<file path="src/design/scpp_pkg.sv">
package scpp_pkg;

   // frame header bytes
   localparam logic [7:0] HDR_FIRST  = 8'hFF;
   localparam logic [7:0] HDR_SECOND = 8'hAA;
   localparam logic [7:0] FOOTER     = 8'h00;
   localparam logic [7:0] REPLY_CMD  = 8'h00;

   // reply length bytes
   localparam logic [7:0] LEN_WORD  = 8'h05;
   localparam logic [7:0] LEN_EMPTY = 8'h01;

   // command codes
   localparam logic [7:0] CMD_VERSION = 8'h13;
   localparam logic [7:0] CMD_BAUD    = 8'h00;
   localparam logic [7:0] CMD_LOCATE  = 8'h01;
   localparam logic [7:0] CMD_ORIGIN  = 8'h02;
   localparam logic [7:0] CMD_CUBE    = 8'h04;
   localparam logic [7:0] CMD_TESTS   = 8'h08;

   // configuration register indexes
   localparam logic [1:0] CSR_VERSION = 2'd0;
   localparam logic [1:0] CSR_BAUD    = 2'd1;
   localparam logic [1:0] CSR_TEST    = 2'd2;

   // configuration reset values
   localparam logic [31:0] VERSION_RESET = 32'd1;
   localparam logic [31:0] BAUD_RESET    = 32'd115200;
   localparam logic [31:0] TEST_RESET    = 32'd200;

   // first payload position in a frame
   localparam int PAYLOAD_START = 4;

   // one reply frame handed from the parser to the framer
   typedef struct packed {
      logic        with_word;
      logic [31:0] word;
      logic        position_valid;
      logic [31:0] position_value;
      logic        cube_valid;
      logic [31:0] cube_value;
      logic        mode;
      logic        update_pending;
      logic        origin_requested;
   } reply_type;

endpackage

</file>
<file path="src/design/scpp_reply.sv">
module scpp_reply (
   input  logic               clock,
   input  logic               reset,
   input  logic               load,
   input  scpp_pkg::reply_type load_data,
   output logic               busy,
   output logic               rsp_valid,
   input  logic               rsp_stall,
   output logic [7:0]         rsp_tx_byte,
   output logic               rsp_tx_last,
   output logic               rsp_position_valid,
   output logic [31:0]        rsp_position_value,
   output logic               rsp_cube_valid,
   output logic [31:0]        rsp_cube_value,
   output logic               rsp_mode,
   output logic               rsp_update_pending,
   output logic               rsp_origin_requested
);

   logic                busy_ff, busy_in;
   logic [3:0]          index_ff, index_in;
   scpp_pkg::reply_type frame_ff;
   logic [3:0]          last_index;
   logic                last;
   logic                take;

   // position of the footer byte
   assign last_index = frame_ff.with_word ? 4'd8 : 4'd4;
   assign last       = (index_ff == last_index);
   assign take       = busy_ff && !rsp_stall;

   // byte counter and busy flag
   always_comb begin
      busy_in  = busy_ff;
      index_in = index_ff;
      if (load) begin
         busy_in  = 1'b1;
         index_in = 4'd0;
      end else if (take) begin
         if (last) begin
            busy_in = 1'b0;
         end
         index_in = index_ff + 4'd1;
      end
   end

   always_ff @(posedge clock) begin
      if (reset) begin
         busy_ff  <= 1'b0;
         index_ff <= 4'd0;
      end else begin
         busy_ff  <= busy_in;
         index_ff <= index_in;
      end
   end

   // reply contents held for the whole frame
   always_ff @(posedge clock) begin
      if (load) begin
         frame_ff <= load_data;
      end
   end

   // byte select
   always_comb begin
      if (last) begin
         rsp_tx_byte = scpp_pkg::FOOTER;
      end else begin
         case (index_ff)
            4'd0:    rsp_tx_byte = scpp_pkg::HDR_FIRST;
            4'd1:    rsp_tx_byte = scpp_pkg::HDR_SECOND;
            4'd2:    rsp_tx_byte = frame_ff.with_word ? scpp_pkg::LEN_WORD
                                                      : scpp_pkg::LEN_EMPTY;
            4'd3:    rsp_tx_byte = scpp_pkg::REPLY_CMD;
            default: rsp_tx_byte = frame_ff.word[8*index_ff[1:0] +: 8];
         endcase
      end
   end

   assign busy                 = busy_ff;
   assign rsp_valid            = busy_ff;
   assign rsp_tx_last          = last;
   assign rsp_position_valid   = frame_ff.position_valid;
   assign rsp_position_value   = frame_ff.position_value;
   assign rsp_cube_valid       = frame_ff.cube_valid;
   assign rsp_cube_value       = frame_ff.cube_value;
   assign rsp_mode             = frame_ff.mode;
   assign rsp_update_pending   = frame_ff.update_pending;
   assign rsp_origin_requested = frame_ff.origin_requested;

   // a new frame never lands on one still being sent
   a_load_idle: assert property (@(posedge clock) disable iff (reset)
      load |-> !busy_ff)
      else $error("reply loaded while framer busy");

   // counter never runs past the footer
   a_index_range: assert property (@(posedge clock) disable iff (reset)
      busy_ff |-> (index_ff <= last_index))
      else $error("reply byte counter out of range");

   // taking the footer ends the frame
   a_footer_ends: assert property (@(posedge clock) disable iff (reset)
      (take && last && !load) |=> !busy_ff)
      else $error("framer still busy after footer");

   // a frame always opens with the first header byte
   a_frame_start: assert property (@(posedge clock) disable iff (reset)
      load |=> (rsp_tx_byte == scpp_pkg::HDR_FIRST))
      else $error("reply frame does not start with header");

endmodule

</file>
<file path="src/design/serial_command_packet_parser.sv">
// channel  | ports                  | handshake           | payload
// request  | req_*                  | req_valid/req_stall | rx_byte
// reply    | rsp_*                  | rsp_valid/rsp_stall | tx_byte, tx_last, side effects
// config   | csr_*                  | csr_valid/csr_ready | csr_index, csr_wdata
//
// every received byte is parsed in the cycle it is accepted; one per clock unless req_stall holds it
// a checksum byte that completes a good frame loads the reply framer, which
// sends 5 or 9 bytes at one per cycle while rsp_stall is low; the request channel
// stalls a frame's final byte only while the previous reply is still being sent
// reset (synchronous) clears parser, flags, framer and registers to defaults
// csr writes are taken every cycle (csr_ready is always high)
module serial_command_packet_parser #(
   parameter int MAX_FRAME_BYTES = 18
) (
   input  logic        clock,
   input  logic        reset,
   input  logic        req_valid,
   output logic        req_stall,
   input  logic [7:0]  req_rx_byte,
   output logic        rsp_valid,
   input  logic        rsp_stall,
   output logic [7:0]  rsp_tx_byte,
   output logic        rsp_tx_last,
   output logic        rsp_position_valid,
   output logic [31:0] rsp_position_value,
   output logic        rsp_cube_valid,
   output logic [31:0] rsp_cube_value,
   output logic        rsp_mode,
   output logic        rsp_update_pending,
   output logic        rsp_origin_requested,
   input  logic        csr_valid,
   output logic        csr_ready,
   input  logic [1:0]  csr_index,
   input  logic [31:0] csr_wdata
);

   localparam int PW      = $clog2(MAX_FRAME_BYTES);
   localparam int LEN_MAX = MAX_FRAME_BYTES - 4;

   logic [PW-1:0] pos_ff, pos_in;
   logic [7:0]    length_ff, length_in;
   logic [7:0]    command_ff, command_in;
   logic [7:0]    store_ff [4];
   logic          mode_ff, mode_in;
   logic          update_ff, update_in;
   logic          origin_ff, origin_in;
   logic [31:0]   version_ff, baud_ff, test_ff;

   logic                accept;
   logic                at_final;
   logic                store_write;
   logic                check_ok;
   logic                reply_fire;
   logic                busy;
   logic [31:0]         store_word;
   scpp_pkg::reply_type reply;

   assign accept     = req_valid && !req_stall;
   assign at_final   = (pos_ff >= PW'(scpp_pkg::PAYLOAD_START)) &&
                       (9'(pos_ff) == ({1'b0, length_ff} + 9'd3));
   assign req_stall  = busy && at_final;
   assign check_ok   = ({1'b0, req_rx_byte} == ({1'b0, command_ff} + 9'd1));
   assign store_word = {store_ff[3], store_ff[2], store_ff[1], store_ff[0]};
   assign store_write = accept && !at_final &&
                        (pos_ff >= PW'(scpp_pkg::PAYLOAD_START)) &&
                        (pos_ff < PW'(scpp_pkg::PAYLOAD_START + 4));

   // frame parser
   always_comb begin
      pos_in     = pos_ff;
      length_in  = length_ff;
      command_in = command_ff;
      if (accept) begin
         if (pos_ff == PW'(0)) begin
            pos_in = (req_rx_byte == scpp_pkg::HDR_FIRST) ? PW'(1) : PW'(0);
         end else if (pos_ff == PW'(1)) begin
            pos_in = (req_rx_byte == scpp_pkg::HDR_SECOND) ? PW'(2) : PW'(0);
         end else if (pos_ff == PW'(2)) begin
            length_in = req_rx_byte;
            pos_in    = PW'(3);
         end else if (pos_ff == PW'(3)) begin
            command_in = req_rx_byte;
            if (length_ff == 8'd0 || length_ff > 8'(LEN_MAX)) begin
               pos_in = PW'(0);
            end else begin
               pos_in = PW'(4);
            end
         end else if (at_final) begin
            pos_in = PW'(0);
         end else begin
            pos_in = pos_ff + PW'(1);
         end
      end
   end

   // command decode and side effects
   always_comb begin
      reply_fire = 1'b0;
      mode_in    = mode_ff;
      update_in  = update_ff;
      origin_in  = origin_ff;
      reply      = '0;
      unique case (command_ff)
         scpp_pkg::CMD_VERSION: begin
            reply_fire     = (length_ff == 8'd1);
            reply.with_word = 1'b1;
            reply.word     = version_ff;
         end
         scpp_pkg::CMD_BAUD: begin
            reply_fire     = (length_ff == 8'd1);
            reply.with_word = 1'b1;
            reply.word     = baud_ff;
         end
         scpp_pkg::CMD_LOCATE: begin
            reply_fire           = (length_ff == 8'd5);
            reply.with_word      = 1'b1;
            reply.word           = store_word;
            reply.position_valid = 1'b1;
            reply.position_value = store_word;
         end
         scpp_pkg::CMD_ORIGIN: begin
            reply_fire = (length_ff == 8'd1);
         end
         scpp_pkg::CMD_CUBE: begin
            reply_fire       = (length_ff == 8'd5);
            reply.cube_valid = 1'b1;
            reply.cube_value = store_word;
         end
         scpp_pkg::CMD_TESTS: begin
            reply_fire      = (length_ff == 8'd1);
            reply.with_word = 1'b1;
            reply.word      = test_ff;
         end
         default: begin
            reply_fire = 1'b0;
         end
      endcase
      reply_fire = reply_fire && accept && at_final && check_ok;
      if (reply_fire) begin
         case (command_ff)
            scpp_pkg::CMD_LOCATE: begin
               mode_in   = 1'b1;
               update_in = 1'b1;
            end
            scpp_pkg::CMD_ORIGIN: begin
               origin_in = 1'b1;
               update_in = 1'b1;
            end
            scpp_pkg::CMD_TESTS: begin
               mode_in = 1'b0;
            end
            default: begin
               mode_in = mode_ff;
            end
         endcase
      end
      reply.mode             = mode_in;
      reply.update_pending   = update_in;
      reply.origin_requested = origin_in;
   end

   // control state
   always_ff @(posedge clock) begin
      if (reset) begin
         pos_ff     <= '0;
         length_ff  <= '0;
         command_ff <= '0;
         mode_ff    <= 1'b0;
         update_ff  <= 1'b0;
         origin_ff  <= 1'b0;
      end else begin
         pos_ff     <= pos_in;
         length_ff  <= length_in;
         command_ff <= command_in;
         mode_ff    <= mode_in;
         update_ff  <= update_in;
         origin_ff  <= origin_in;
      end
   end

   // payload bytes, first four only
   always_ff @(posedge clock) begin
      if (store_write) begin
         store_ff[pos_ff[1:0]] <= req_rx_byte;
      end
   end

   // configuration registers
   assign csr_ready = 1'b1;

   always_ff @(posedge clock) begin
      if (reset) begin
         version_ff <= scpp_pkg::VERSION_RESET;
         baud_ff    <= scpp_pkg::BAUD_RESET;
         test_ff    <= scpp_pkg::TEST_RESET;
      end else if (csr_valid && csr_ready) begin
         unique case (csr_index)
            scpp_pkg::CSR_VERSION: version_ff <= csr_wdata;
            scpp_pkg::CSR_BAUD:    baud_ff    <= csr_wdata;
            scpp_pkg::CSR_TEST:    test_ff    <= csr_wdata;
            default:               version_ff <= version_ff;
         endcase
      end
   end

   // reply framer
   scpp_reply u_reply (
      .clock                (clock),
      .reset                (reset),
      .load                 (reply_fire),
      .load_data            (reply),
      .busy                 (busy),
      .rsp_valid            (rsp_valid),
      .rsp_stall            (rsp_stall),
      .rsp_tx_byte          (rsp_tx_byte),
      .rsp_tx_last          (rsp_tx_last),
      .rsp_position_valid   (rsp_position_valid),
      .rsp_position_value   (rsp_position_value),
      .rsp_cube_valid       (rsp_cube_valid),
      .rsp_cube_value       (rsp_cube_value),
      .rsp_mode             (rsp_mode),
      .rsp_update_pending   (rsp_update_pending),
      .rsp_origin_requested (rsp_origin_requested)
   );

   // parser never runs past the end of the buffer
   a_pos_range: assert property (@(posedge clock) disable iff (reset)
      9'(pos_ff) < 9'(MAX_FRAME_BYTES))
      else $error("parse position beyond frame buffer");

   // an accepted final byte always returns the parser to the start
   a_final_restart: assert property (@(posedge clock) disable iff (reset)
      (accept && at_final) |=> (pos_ff == PW'(0)))
      else $error("parser did not restart after frame");

   // origin request always raises the update flag too
   a_origin_update: assert property (@(posedge clock) disable iff (reset)
      origin_ff |-> update_ff)
      else $error("origin flag set without update flag");

endmodule

</file>
<file path="config.mk">
export PLATFORM = sky130hd
export DESIGN_NAME = serial_command_packet_parser
export DESIGN_NICKNAME = d
export VERILOG_FILES = /design/src/design/scpp_pkg.sv /design/src/design/scpp_reply.sv /design/src/design/serial_command_packet_parser.sv
export SDC_FILE = /design/constraint.sdc
export NUM_CORES = 1
export LEC_CHECK = 0
export BUFFER_PORTS_ARGS = -buffer_cell sky130_fd_sc_hd__buf_2
export CORE_ASPECT_RATIO = 0.7
export CORE_MARGIN = 5
export CORE_UTILIZATION = 30
export CTS_CLUSTER_SIZE = 14
export DETAILED_ROUTE_END_ITERATION = 10
export PLACE_DENSITY = 0.54
export SLEW_MARGIN = 10
export SYNTH_ARGS = -nofsm -noshare
export SYNTH_HDL_FRONTEND = slang
export SYNTH_SLANG_ARGS = --single-unit
</file>
<file path="constraint.sdc">
create_clock -name clock -period 14.6 [get_ports clock]
set_input_delay 0.73 -clock clock [delete_from_list [all_inputs] [get_ports clock]]
set_output_delay 0.73 -clock clock [all_outputs]
set_load 0.05 [all_outputs]
</file>
=== Word-level counts from Yosys, hierarchy flattened ===
Memory sizes are Yosys's and may differ from the RTL's.
Cells that the tools add are included.

* Divide/modulo/power cells: 0
* Eq/ne operators: 20
* Magnitude comparators: 3
* $mul: 0
* Reduce and logical (&&, ||, !) cells: 31
* Shift-type cells: 1
* Bitwise logic cells: 3
* Multiplexer cells: 27
* $add $sub $neg: 4

{| class="wikitable"
|+ Operator list
! kind !! number
|-
| 33-bit case mux with 4 select lines || 1
|-
| 33-bit 2-to-1 mux || 2
|-
| 8-bit case mux with 4 select lines || 1
|-
| 32-bit by 6-bit variable part select with 8-bit output || 1
|-
| 5-bit 2-to-1 mux || 5
|-
| 8-bit by 1-bit == test with 1-bit output, second input constant || 2
|-
| 8-bit by 3-bit == test with 1-bit output, second input constant || 2
|-
| 8-bit == test, second input constant || 2
|-
| 8-bit zero test || 2
|-
| 1-bit 2-to-1 mux || 11
|-
| 5-bit by 2-bit == test with 1-bit output, second input constant || 2
|-
| 1-bit logical AND || 10
|-
| 8-bit by 1-bit adder with 9-bit output, second input constant || 1
|-
| 8-bit by 2-bit adder with 9-bit output, second input constant || 1
|-
| 5-bit by 9-bit == test with 1-bit output || 1
|-
| 8-bit by 9-bit == test with 1-bit output || 1
|-
| 4-bit by 2-bit == test with 1-bit output, second input constant || 2
|-
| 8-bit by 2-bit == test with 1-bit output, second input constant || 1
|-
| 8-bit by 4-bit == test with 1-bit output, second input constant || 1
|-
| 8-bit by 5-bit == test with 1-bit output, second input constant || 1
|-
| 8-bit by 4-bit > comparator with 1-bit output, second input constant || 1
|-
| 8-bit 2-to-1 mux || 1
|-
| 2-bit AND reduction || 4
|-
| 3-bit 2-to-1 mux || 2
|-
| other kinds (23) || 31
|}

* Bits in registers: 227
* Memory bits (read-only): 0
* Latch bits: 0
* Output and inout bits: 81
* Memories: 1
* Input bits: 47
* Word-level logic and storage cells: 110
* RAM bits: 32

{| class="wikitable"
|+ Memories
! name !! depth !! width !! read ports !! clocked after Yosys merged registers in !! write ports !! RTL line !! RTL
|-
| store_ff || 4 || 8 || 4 || 0 || 1 || serial_command_packet_parser.sv:43 || <nowiki>logic [7:0] store_ff [4];</nowiki>
|}

=== Depth between registers and ports, before layout ===
* Depth after elaboration: 11
* Gate-level depth with buffers: 9
* Depth with buffers taken out: 8

=== Modules after synthesis ===
From an unflattened synthesis, not the netlist that was laid out.

* Cell total of the unflattened synthesis: 1,064
* Area total of the unflattened synthesis: 11,397.2 um^2

{| class="wikitable"
|+ Modules (own cells, without submodules)
! module !! instances !! area an instance (um^2) !! sequential area each (um^2) !! cells each
|-
| serial_command_packet_parser || 1 || 7,206.9 || 3,363.2 || 836
|-
| scpp_reply || 1 || 4,190.3 || 3,163.0 || 228
|}

=== Worst setup path after synthesis ===
No wires, ideal clock.

* Path type: reg2reg
* From: register length_ff[0]
* To: register u_reply.frame_ff[100] in the netlist's numbering, enable pin
* Arrival time: 4,393 ps
* Setup slack: 9,734 ps
* Required time: 14,127 ps
* Cell stages (with the launch flop): 8
* Cell sequence: dfxtp_1 > inv_1 > ha_1 > or3_1 > a221oi_1 > o2111a_1 > clkbuf_1 > and3_1

* Word-level cells in the longest chain between the ends: 9

{| class="wikitable"
|+ Ends and longest elaborated chain
! element !! RTL line !! RTL
|-
| from (decl) || serial_command_packet_parser.sv:41 || <nowiki>logic [7:0] length_ff, length_in;</nowiki>
|-
| from (signal assigned) || serial_command_packet_parser.sv:173 || <nowiki>length_ff <= length_in;</nowiki>
|-
| 8-bit by 2-bit adder with 9-bit output || serial_command_packet_parser.sv:60 || <nowiki>(9'(pos_ff) == ({1'b0, length_ff} + 9'd3));</nowiki>
|-
| 5-bit by 9-bit == test with 1-bit output || serial_command_packet_parser.sv:60 ||
|-
| 1-bit logical AND || serial_command_packet_parser.sv:59 || <nowiki>assign at_final = (pos_ff >= PW'(scpp_pkg::PAYLOAD_START)) &&</nowiki>
|-
| 1-bit logical AND || serial_command_packet_parser.sv:61 || <nowiki>assign req_stall = busy && at_final;</nowiki>
|-
| 1-bit zero test || serial_command_packet_parser.sv:58 || <nowiki>assign accept = req_valid && !req_stall;</nowiki>
|-
| 1-bit logical AND || serial_command_packet_parser.sv:58 ||
|-
| 1-bit logical AND || serial_command_packet_parser.sv:138 || <nowiki>reply_fire = reply_fire && accept && at_final && check_ok;</nowiki>
|-
| 1-bit logical AND * (2 in series) || serial_command_packet_parser.sv:138 ||
|-
| net reply_fire || serial_command_packet_parser.sv:53 || <nowiki>logic reply_fire;</nowiki>
|-
| to (signal assigned) || scpp_reply.sv:60 || <nowiki>frame_ff <= load_data;</nowiki>
|-
| to (decl) || scpp_reply.sv:22 || <nowiki>scpp_pkg::reply_type frame_ff;</nowiki>
|}

The timed path passes the listed nets; every way through them passes the cells marked *.
A chain may end at the register's enable or synchronous reset.

=== Worst setup path in the final report ===
* From: register u_reply.index_ff[0]
* To: output port rsp_tx_byte[6]

* Word-level cells in the longest chain between the ends: 3

{| class="wikitable"
|+ Ends and longest elaborated chain
! element !! RTL line !! RTL
|-
| from (decl) || scpp_reply.sv:21 || <nowiki>logic [3:0] index_ff, index_in;</nowiki>
|-
| from (signal assigned) || scpp_reply.sv:53 || <nowiki>index_ff <= index_in;</nowiki>
|-
| 32-bit by 6-bit variable part select with 8-bit output (tied with other cells) || scpp_reply.sv:75 || <nowiki>default: rsp_tx_byte = frame_ff.word[8*index_ff[1:0] +: 8];</nowiki>
|-
| 8-bit case mux with 4 select lines || scpp_reply.sv:69 || <nowiki>case (index_ff)</nowiki>
|-
| 8-bit 2-to-1 mux * || scpp_reply.sv:66 || <nowiki>if (last) begin</nowiki>
|-
| to (decl) || serial_command_packet_parser.sv:22 || <nowiki>output logic [7:0] rsp_tx_byte,</nowiki>
|}

Mark *: on every way between the ends. The rest lies on a longest branch, timed or not.

==> results.sh <==
export IMPL_rsz0062_at_grt="false"
export IMPL_place_congestion=0.850
export IMPL_fmax_mhz=251
export IMPL_met2_length_mm=13.5
export IMPL_clock_sinks=259
export IMPL_synth_area_um2=11300
export IMPL_drt_met1_wl_mm=15.7
export IMPL_vias=8111
export IMPL_finalNetCount=1191
export IMPL_area_growth_pct=13.0
export IMPL_async_flop_share_pct=0
export IMPL_seq_area_um2=6530
export IMPL_sequentialPowerShare_pct=52.1
export IMPL_synth_compound_gate_area_share_pct=9.91
export IMPL_synth_edf_count=134
export IMPL_synthesis_nets=1159
export IMPL_slew_headroom_pct=27.4
export IMPL_synth_mux_area_share_pct=3.29
export IMPL_mostFrequentLayoutCells="nand2_1, edfxtp_1, dfxtp_1, buf_2, a21oi_1"
export IMPL_outcome="finished, final reports clean"
export IMPL_syn_inst=1096
export IMPL_cp_slowest_cell="dfxtp_1"
export IMPL_synth_seq_cells=259
export IMPL_dp_cells=1588
export IMPL_final_common_cell="nand2_1"
export IMPL_slew_violations=0
export IMPL_worstSetupStartpointType="flip-flop"
export IMPL_grt_pass1_wl_mm=48.3
export IMPL_synthFlopType="edfxtp_1"
export IMPL_vias_per_cell=4.95
export IMPL_highest_layer="met5"
export IMPL_core_area_um2=37100
export IMPL_cts_resized=0
export IMPL_initial_core_util_pct=30.4
export IMPL_swShare_pct=21.9
export IMPL_hold_viol_final=0
export IMPL_finalWirelength_mm=32.7
export IMPL_ant_nets=0
export IMPL_hold_path_class="input port to flip-flop"
export IMPL_clockBufferDepth=3
export IMPL_ys_warn_count=0
export IMPL_power_mw=1.49
export IMPL_power_per_cell_area_nw_per_um2=117
export IMPL_p_clk_share_pct=44.3
export IMPL_worst_setup_path_end_kind="output pin"
export IMPL_finalSetupTns_ps=0
export IMPL_cts_tree="done"
export IMPL_clkLatencyLatePin_ps=540
export IMPL_die_w_um=242
export IMPL_cts_inserted_buffers=26
export IMPL_rows=59
export IMPL_criticalPathCategory="flip-flop to output pin"
export IMPL_crit_chain="inv_1 > ha_1 > o41ai_2 > o21ai_0 > a21oi_1 > buf_2"
export IMPL_drt_iter0_drc=1010
export IMPL_peakVddDrop_v=0.0000774
export IMPL_synth_simple_area_share_pct=18.8
export IMPL_arrival_ps=3260
export IMPL_slowest_delay_ps=780
export IMPL_hold_buffers=0
export IMPL_clockRootBuffer="clkbuf_16"
export IMPL_grt_max_degree=85
export IMPL_firstDrtPassIters=5
export IMPL_ios=128
export IMPL_synth_top_family_by_area="simple AND/OR/NAND/NOR gates"
export IMPL_synthXorXnorAreaFrac_pct=1.24
export IMPL_finalCriticalPeriod_ps=3990
export IMPL_grt_pass1_vias=7475
export IMPL_p_comb_share_pct=3.5
export IMPL_drc=0
export IMPL_dp_final_hpwl_mm=22.4
export IMPL_synthAdderAreaFrac_pct=1.77
export IMPL_clkTransAtPathRegs_ps=70
export IMPL_clock_skew_ps=15.5
export IMPL_multi_input_area_um2=4010
export IMPL_path_buf_inv=2
export IMPL_synth_distinct_cells=63
export IMPL_maxCapViolations=0
export IMPL_drive_gt1_share_pct=17.6
export IMPL_design_area_um2=12800
export IMPL_h_tree_depth=1
export IMPL_io_buffers=126
export IMPL_place_area_um2=11900
export IMPL_setup_viol=0
export IMPL_dieArea_um2=41600
export IMPL_critPathRequiredTime_ps=13870
export IMPL_p_leak_nw=4.90
export IMPL_layout_cells_non_filler=1639
export IMPL_grt_ovfl_total=0
export IMPL_critPathTopFamily="compound AO/OA/AOI/OAI gates"
export IMPL_wl_met3_mm=3.03
export IMPL_fill_cells=3760
export IMPL_grt_usage_pct=15.2
export IMPL_avgSynthCellArea_um2=10.3
export IMPL_p_sw_mw=0.325
export IMPL_routedWlPerCell_um=20.0
export IMPL_grt_antenna_before_repair=7
export IMPL_finalCritPeriodShare_pct=27.3
export IMPL_cts_setup_buffers=0
export IMPL_tightestPinTransition_ps=1090
export IMPL_synth_yosys_seq_area_share_pct=57.9
export IMPL_crit_fanout=13
export IMPL_internal_power_mw=1.16
export IMPL_die_y_um=172
## metal layers
layer  GRT usage (%)  vias up
met5               0        -
met4            2.88        6
met3            4.33       49
met2            21.9      311
met1            22.9     3917
li1                -     3828
## state kept, by name, summed over array words and instances, names as in the netlist
name / flops
u_reply.frame_ff: 33
baud_ff: 32
store_ff: 32
test_ff: 32
u_reply.rsp_cube_value: 32
u_reply.rsp_position_value: 32
version_ff: 32
command_ff: 8
length_ff: 8
pos_ff: 5
u_reply.index_ff: 4
mode_ff: 1
origin_ff: 1
u_reply.busy: 1
u_reply.rsp_cube_valid: 1
u_reply.rsp_mode: 1
u_reply.rsp_origin_requested: 1
u_reply.rsp_position_valid: 1
u_reply.rsp_update_pending: 1
update_ff: 1
## cell type report
type | count | share of cell area, %
Antenna cell | 3 | 0.0589
Clock buffer | 31 | 5.41
Clock inverter | 17 | 1.20
Inverter | 16 | 0.471
Multi-Input combinational cell | 691 | 31.5
Sequential cell | 259 | 51.2
Tap cell | 488 | 4.79
Timing Repair Buffer | 134 | 5.44
## worst paths after layout
check                              startpoint                                      endpoint  slack, ps  cells after the start
max reg2reg        command_ff[3]$_SDFFE_PP0P_  u_reply.rsp_position_value[30]$_SDFFCE_PN0P_      10710                      6
min                              csr_wdata[0]                    version_ff[0]$_SDFFE_PP1P_        430                      3
min reg2reg           baud_ff[7]$_SDFFE_PP0P_                       baud_ff[7]$_SDFFE_PP0P_        460                      2
max          u_reply.index_ff[0]$_SDFFE_PP0P_                                rsp_tx_byte[6]      10610                      6
## cell families (layout without fill, tap and decap cells)
logic type,count (synthesis),count (layout)
other,1,4
and+or+nand+nor,459,459
muxes,27,27
xor gates and xnor gates,16,16
adders and majority gates,16,16
buffers and inverters,146,198
DFF,259,259
AOI/OAI and AO/OA,172,172
## synthesized netlist by cell type (2+ instances only)
cell type / number / area [um^2]
nand2_1: 278 / 1040
edfxtp_1: 134 / 4020
dfxtp_1: 125 / 2500
a21oi_1: 105 / 526
and2_1: 70 / 438
buf_4: 65 / 488
clkbuf_1: 61 / 229
a222oi_1: 32 / 320
nor2_1: 31 / 116
mux2i_1: 18 / 180
nand3_1: 18 / 90.1
ha_1: 16 / 200
inv_1: 16 / 60.1
nor3_1: 12 / 60.1
o21ai_0: 11 / 55.1
xnor2_1: 10 / 87.6
mux4_2: 8 / 180
nand4_1: 6 / 37.5
nor4_1: 6 / 37.5
xor2_1: 6 / 52.6
nand2b_1: 5 / 31.3
or3_1: 5 / 31.3
and3_1: 4 / 25.0
and4_1: 3 / 26.3
nand3b_1: 3 / 22.5
o21a_1: 3 / 22.5
or3b_2: 3 / 26.3
buf_1: 2 / 7.51
nor3b_1: 2 / 15.0
nor4b_1: 2 / 17.5
nor4bb_1: 2 / 20.0
o2111ai_1: 2 / 17.5
or2_2: 2 / 12.5
## power by group through the flow
stage / clock network, mW / registers, mW / logic (mW)
after floorplan: 0 / 0.789 / 0.0299
after global placement: 0 / 0.790 / 0.0514
after detailed placement: 0 / 0.790 / 0.0521
after CTS: 0.673 / 0.774 / 0.0523
after global routing: 0.706 / 0.775 / 0.0583
final: 0.659 / 0.775 / 0.0525
## through the flow
stage                     utilization (%)  worst slack [ps]  hold WS [ps]
after global routing                 34.3             10340           420
after detailed placement             32.1             10520           446
after CTS                            34.3             10570           406
after global placement               32.1             10570           441
final                                34.3             10610           432
after floorplan                         -              9730           431
## tightest hold or removal path, cell delays in order
cell     delay (ps)
buf_2           100
nand2_1          50
nand3_1          70
Power figures use the tool's default switching activity.
